[config.mk]
export PLATFORM = sky130hd
export DESIGN_NAME = dtq_ram
export DESIGN_NICKNAME = d
export VERILOG_FILES = /design/src/sv/dtq_ram.sv
export SDC_FILE = /design/constraint.sdc
export NUM_CORES = 2
export LEC_CHECK = 0
export ABC_AREA = 0
export BUFFER_PORTS_ARGS = -buffer_cell sky130_fd_sc_hd__buf_2
export CAP_MARGIN = 10
export CORE_MARGIN = 1
export CORE_UTILIZATION = 63
export CTS_CLUSTER_DIAMETER = 30
export DETAILED_ROUTE_END_ITERATION = 8
export PLACE_DENSITY_LB_ADDON = 0.3
export SLEW_MARGIN = 5
export SYNTH_ARGS = -nofsm -noshare
export SYNTH_HDL_FRONTEND = slang
export SYNTH_MEMORY_MAX_BITS = 65536
export SYNTH_SLANG_ARGS = --single-unit
[constraint.sdc]
create_clock -name clk -period 6.1 [get_ports clk]
set_input_delay 1.22 -clock clk [delete_from_list [all_inputs] [get_ports clk]]
set_output_delay 1.22 -clock clk [all_outputs]
set_load 0.005 [all_outputs]
[src/sv/dtq_ram.sv]
// Synchronous single-write, single-read memory with registered read data.
module dtq_ram #(
  parameter int WIDTH = 38,
  parameter int DEPTH = 128
) (
  input  logic                     clk,
  input  logic                     we,
  input  logic [$clog2(DEPTH)-1:0] waddr,
  input  logic [WIDTH-1:0]         wdata,
  input  logic                     re,
  input  logic [$clog2(DEPTH)-1:0] raddr,
  output logic [WIDTH-1:0]         rdata
);

  logic [WIDTH-1:0] mem [DEPTH];
  logic [WIDTH-1:0] rdata_r;

  always_ff @(posedge clk) begin
    if (we) begin
      mem[waddr] <= wdata;
    end
    if (re) begin
      rdata_r <= mem[raddr];
    end
  end

  assign rdata = rdata_r;

endmodule

# [After elaboration in Yosys (flattened, before gate mapping)]
# Memories as Yosys holds them, arrays and structs flattened. A register that Yosys moved wholly into a read port is not among the register bits.
# Index checks and enable logic that the tools add are counted.
# Widths: inputs -> output; s select.
[classes] mux=2
[op_table] cell="$mux 1" n=2
[word_totals] word_cells=3 n_memories=1 reg_bits=0 mem_bits_rw=4864 inputBits=55 output_inout_bits=38
[mem_list] name="mem" words=128 width=38 read_ports=1 rd_clocked_by_memory_dff=1 write_ports=1 line_no="15" text="logic [WIDTH-1:0] mem [DEPTH];"

# [Logic depth before layout (Yosys ltp)]
[logic_depth] depth_word=2 ltp_mapped=8 depth_no_buf=4

# [Worst setup path after synthesis]
# Ideal clock, no wire load.
[synth_path] path_type="input -> register" start="in we" end="mem mem[98][0] (enable)" slack_ps=1220 setup_time_ps=480 path_buffers=1 required_time_ps=5620 cell_stages=3 arrival_time_ps=4400 path_cell_list="clkbuf_1 nand4_1 nor3_1"
[synth_via] elab_chain_cells=2
[synth_lines] element="start: declaration" line_no="7" text="input logic we,"
[synth_lines] element="$mux 1" line_no="19" text="if (we) begin"
[synth_lines] element="$mux 1 (not written as such)" line_no="20" text="mem[waddr] <= wdata;"
[synth_lines] element="end: declaration" line_no="15"
# Every way passes these cells.

# [Worst setup path after layout]
[layout_path] start="in waddr[4]" end="mem mem[83][25] (enable)"
[layout_rtl] element="start: declaration" line_no="8" text="input logic [$clog2(DEPTH)-1:0] waddr,"
# No word-level cell before the write port.

==> impl_results.md <==
- CTS clk-pin slew, worst paths: 0.07 ns
- Pleak: 0.0682 uW
- Initial antenna violation count: 95
- Critical path data arrival time: 4.92 ns
- Register area share after synthesis: 79.2%
- Worst skew pair latency: 1.02 ns
- Final Cell Area: 218000 sq um
- Final worst path period need: 4.30 ns
- Port bufs: 92
- Antenna Nets Post-Route: 0
- I/O pin cnt: 93
- Pin count of the biggest net entering global routing: 113
- CTS H-tree depth: 6
- Cell count after synthesis: 7078
- Max Fanout on Critical Path: 15
- Worst Setup SP: waddr[4]
- Drt total wl: 610 mm
- Worst Hold Launch: wdata[16]
- DRT Pass-1 Iters: 8
- Initial Util: 63.3%
- Most common cell after layout, fill and taps aside: edfxtp_1
- CTS Hold Bufs: 0
- Post-CTS setup buffer count: 0
- Crit share post-route: 70.4%
- Worst Max-Slew Pin Slew: 1.45 ns
- Slew HR: 3.52%
- Core area: 294000 sq um
- CTS root buf: clkbuf_16
- Drt drc: 0
- Vias: 97000
- GR Overflow Total: 0
- Share of cells above drive strength 1: 39.8%
- Outcome: finished clean
- Synth Cell Area: 186000 sq um
- Total CTS buffers: 688
- Area Growth Syn to Fin: 17.3%
- Clk buf depth: 4
- CP required: 6.72 ns
- Max Cap Viol: 0
- CP Launch Type: primary input
- Seq cells post-synth: 4902
- DRT iter0 DRCs: 21200
- Clock Skew: 0.0823 ns
- Cell row count: 199
- Die width: 545 microns
- Max VDD drop: 0.000272 V
- Distinct cells, synth: 15
- Nets@finish: 7859
- Worst min path class: in -> reg
- Highest clock rate: 233 MHz
- Reg2Reg Launch Point: mem[82][36]$_DFFE_PP_
- Gr usage total: 40.0%
- Worst setup path class: in -> reg
- CTS sink count: 4902
- TNS Setup: 0 ns
- Cts repair resizes: 0
- Vias/cell: 7.82
- Final hold viol count: 0
- Post-DP Area: 194000 sq um
- Setup violations, final: 0
- WL/cell: 49.2 microns
- RSZ-0062 raised after global routing: false
- Avg Cell Area, Syn: 26.2 sq um
- CTS tree: done
- Critical Path End Type: flip-flop
- Yosys warnings: 0
- Commonest non-fill, non-tap cells in the layout: edfxtp_1, mux4_2, clkbuf_16
- Final HPWL DP: 267 mm
- Die area: 297000 sq um
- Post-Syn Nets: 7133
- Max-slew violations: 0
- First-pass GRT wire length: 798 mm
- Placer congestion estimate: 0.832
- Vias in the first global route: 96400
- Chip Height: 545 microns
- Pwr dens: 383 nW/um^2
[Yosys cell counts, drive strengths merged]
cell	number	area share (%)
nand3	12	0.032
or3	1	0.0034
clkbuf	225	0.45
mux4	1596	19
buf	147	0.35
mux2	38	0.23
nor2	122	0.25
edfxtp	4902	79
nor3	9	0.024
nand2b	2	0.0067
nor2b	7	0.024
nand4	3	0.010
nand2	14	0.028
[final timing paths]
check	end	slack [ns]	cells past startpoint
worst max-delay path	mem[83][25]$_DFFE_PP_	1.80	5
worst max register to register	rdata[36]$_DFFE_PP_	3.04	4
worst min register to register	rdata[24]$_DFFE_PP_	1.26	4
worst min-delay path	mem[119][16]$_DFFE_PP_	0.62	1
[report_power, final]
group          total (uW)  switching (uW)  internal (uW)
clock network       42200           17400          24700
logic                3980            2610           1370
registers           37400             136          37200
total               83500           20200          63300
[flip-flops by register name, indices dropped and copies added (netlist names)]
name	flops
rdata	38
mem	4864
[metal layers]
metal  GRT usage [%]  part of all wire (%)
met1            51.6                    30
met2            59.5                    46
met3            15.4                    17
met4            21.4                   6.3
met5               0                 0.086
[metrics by stage]
step,std cells,hold WS (ns),util (%),total power (uW),setup WS (ns)
floorplan,7078,1.15,-,39800,1.22
global placement,11000,1.19,66.1,41500,1.17
detailed placement,11000,1.19,66.1,41600,1.19
CTS,12300,0.575,74.1,82800,2.12
global route,12300,0.625,74.2,84500,1.94
finish,12400,0.621,74.2,83500,1.80
[layout make-up]
cell class,instances,area (sq um)
antenna,94,235
tap,3919,4900
clock buffer,749,17700
multi-input combinational,1804,38000
timing repair buffer,408,3790
sequential,4902,147000
fill,13800,75700
clock inverter,524,6040
[cell families (layout without fill, tap and decap cells)]
logic type | after synthesis | in the layout | share of synthesized area [%]
other | 0 | 94 | 0
DFF | 4902 | 4902 | 79.2
and+or+nand+nor | 170 | 170 | 0.375
buffers and inverters | 372 | 1681 | 0.801
muxes | 1634 | 1634 | 19.6
[critical path: stages]
cell and delay, ns:
buf_2 0.18, nor2b_1 1.06, nand3_1 1.03, nor2_4 0.98, buf_4 0.41
(Power assumes the default switching activity.)
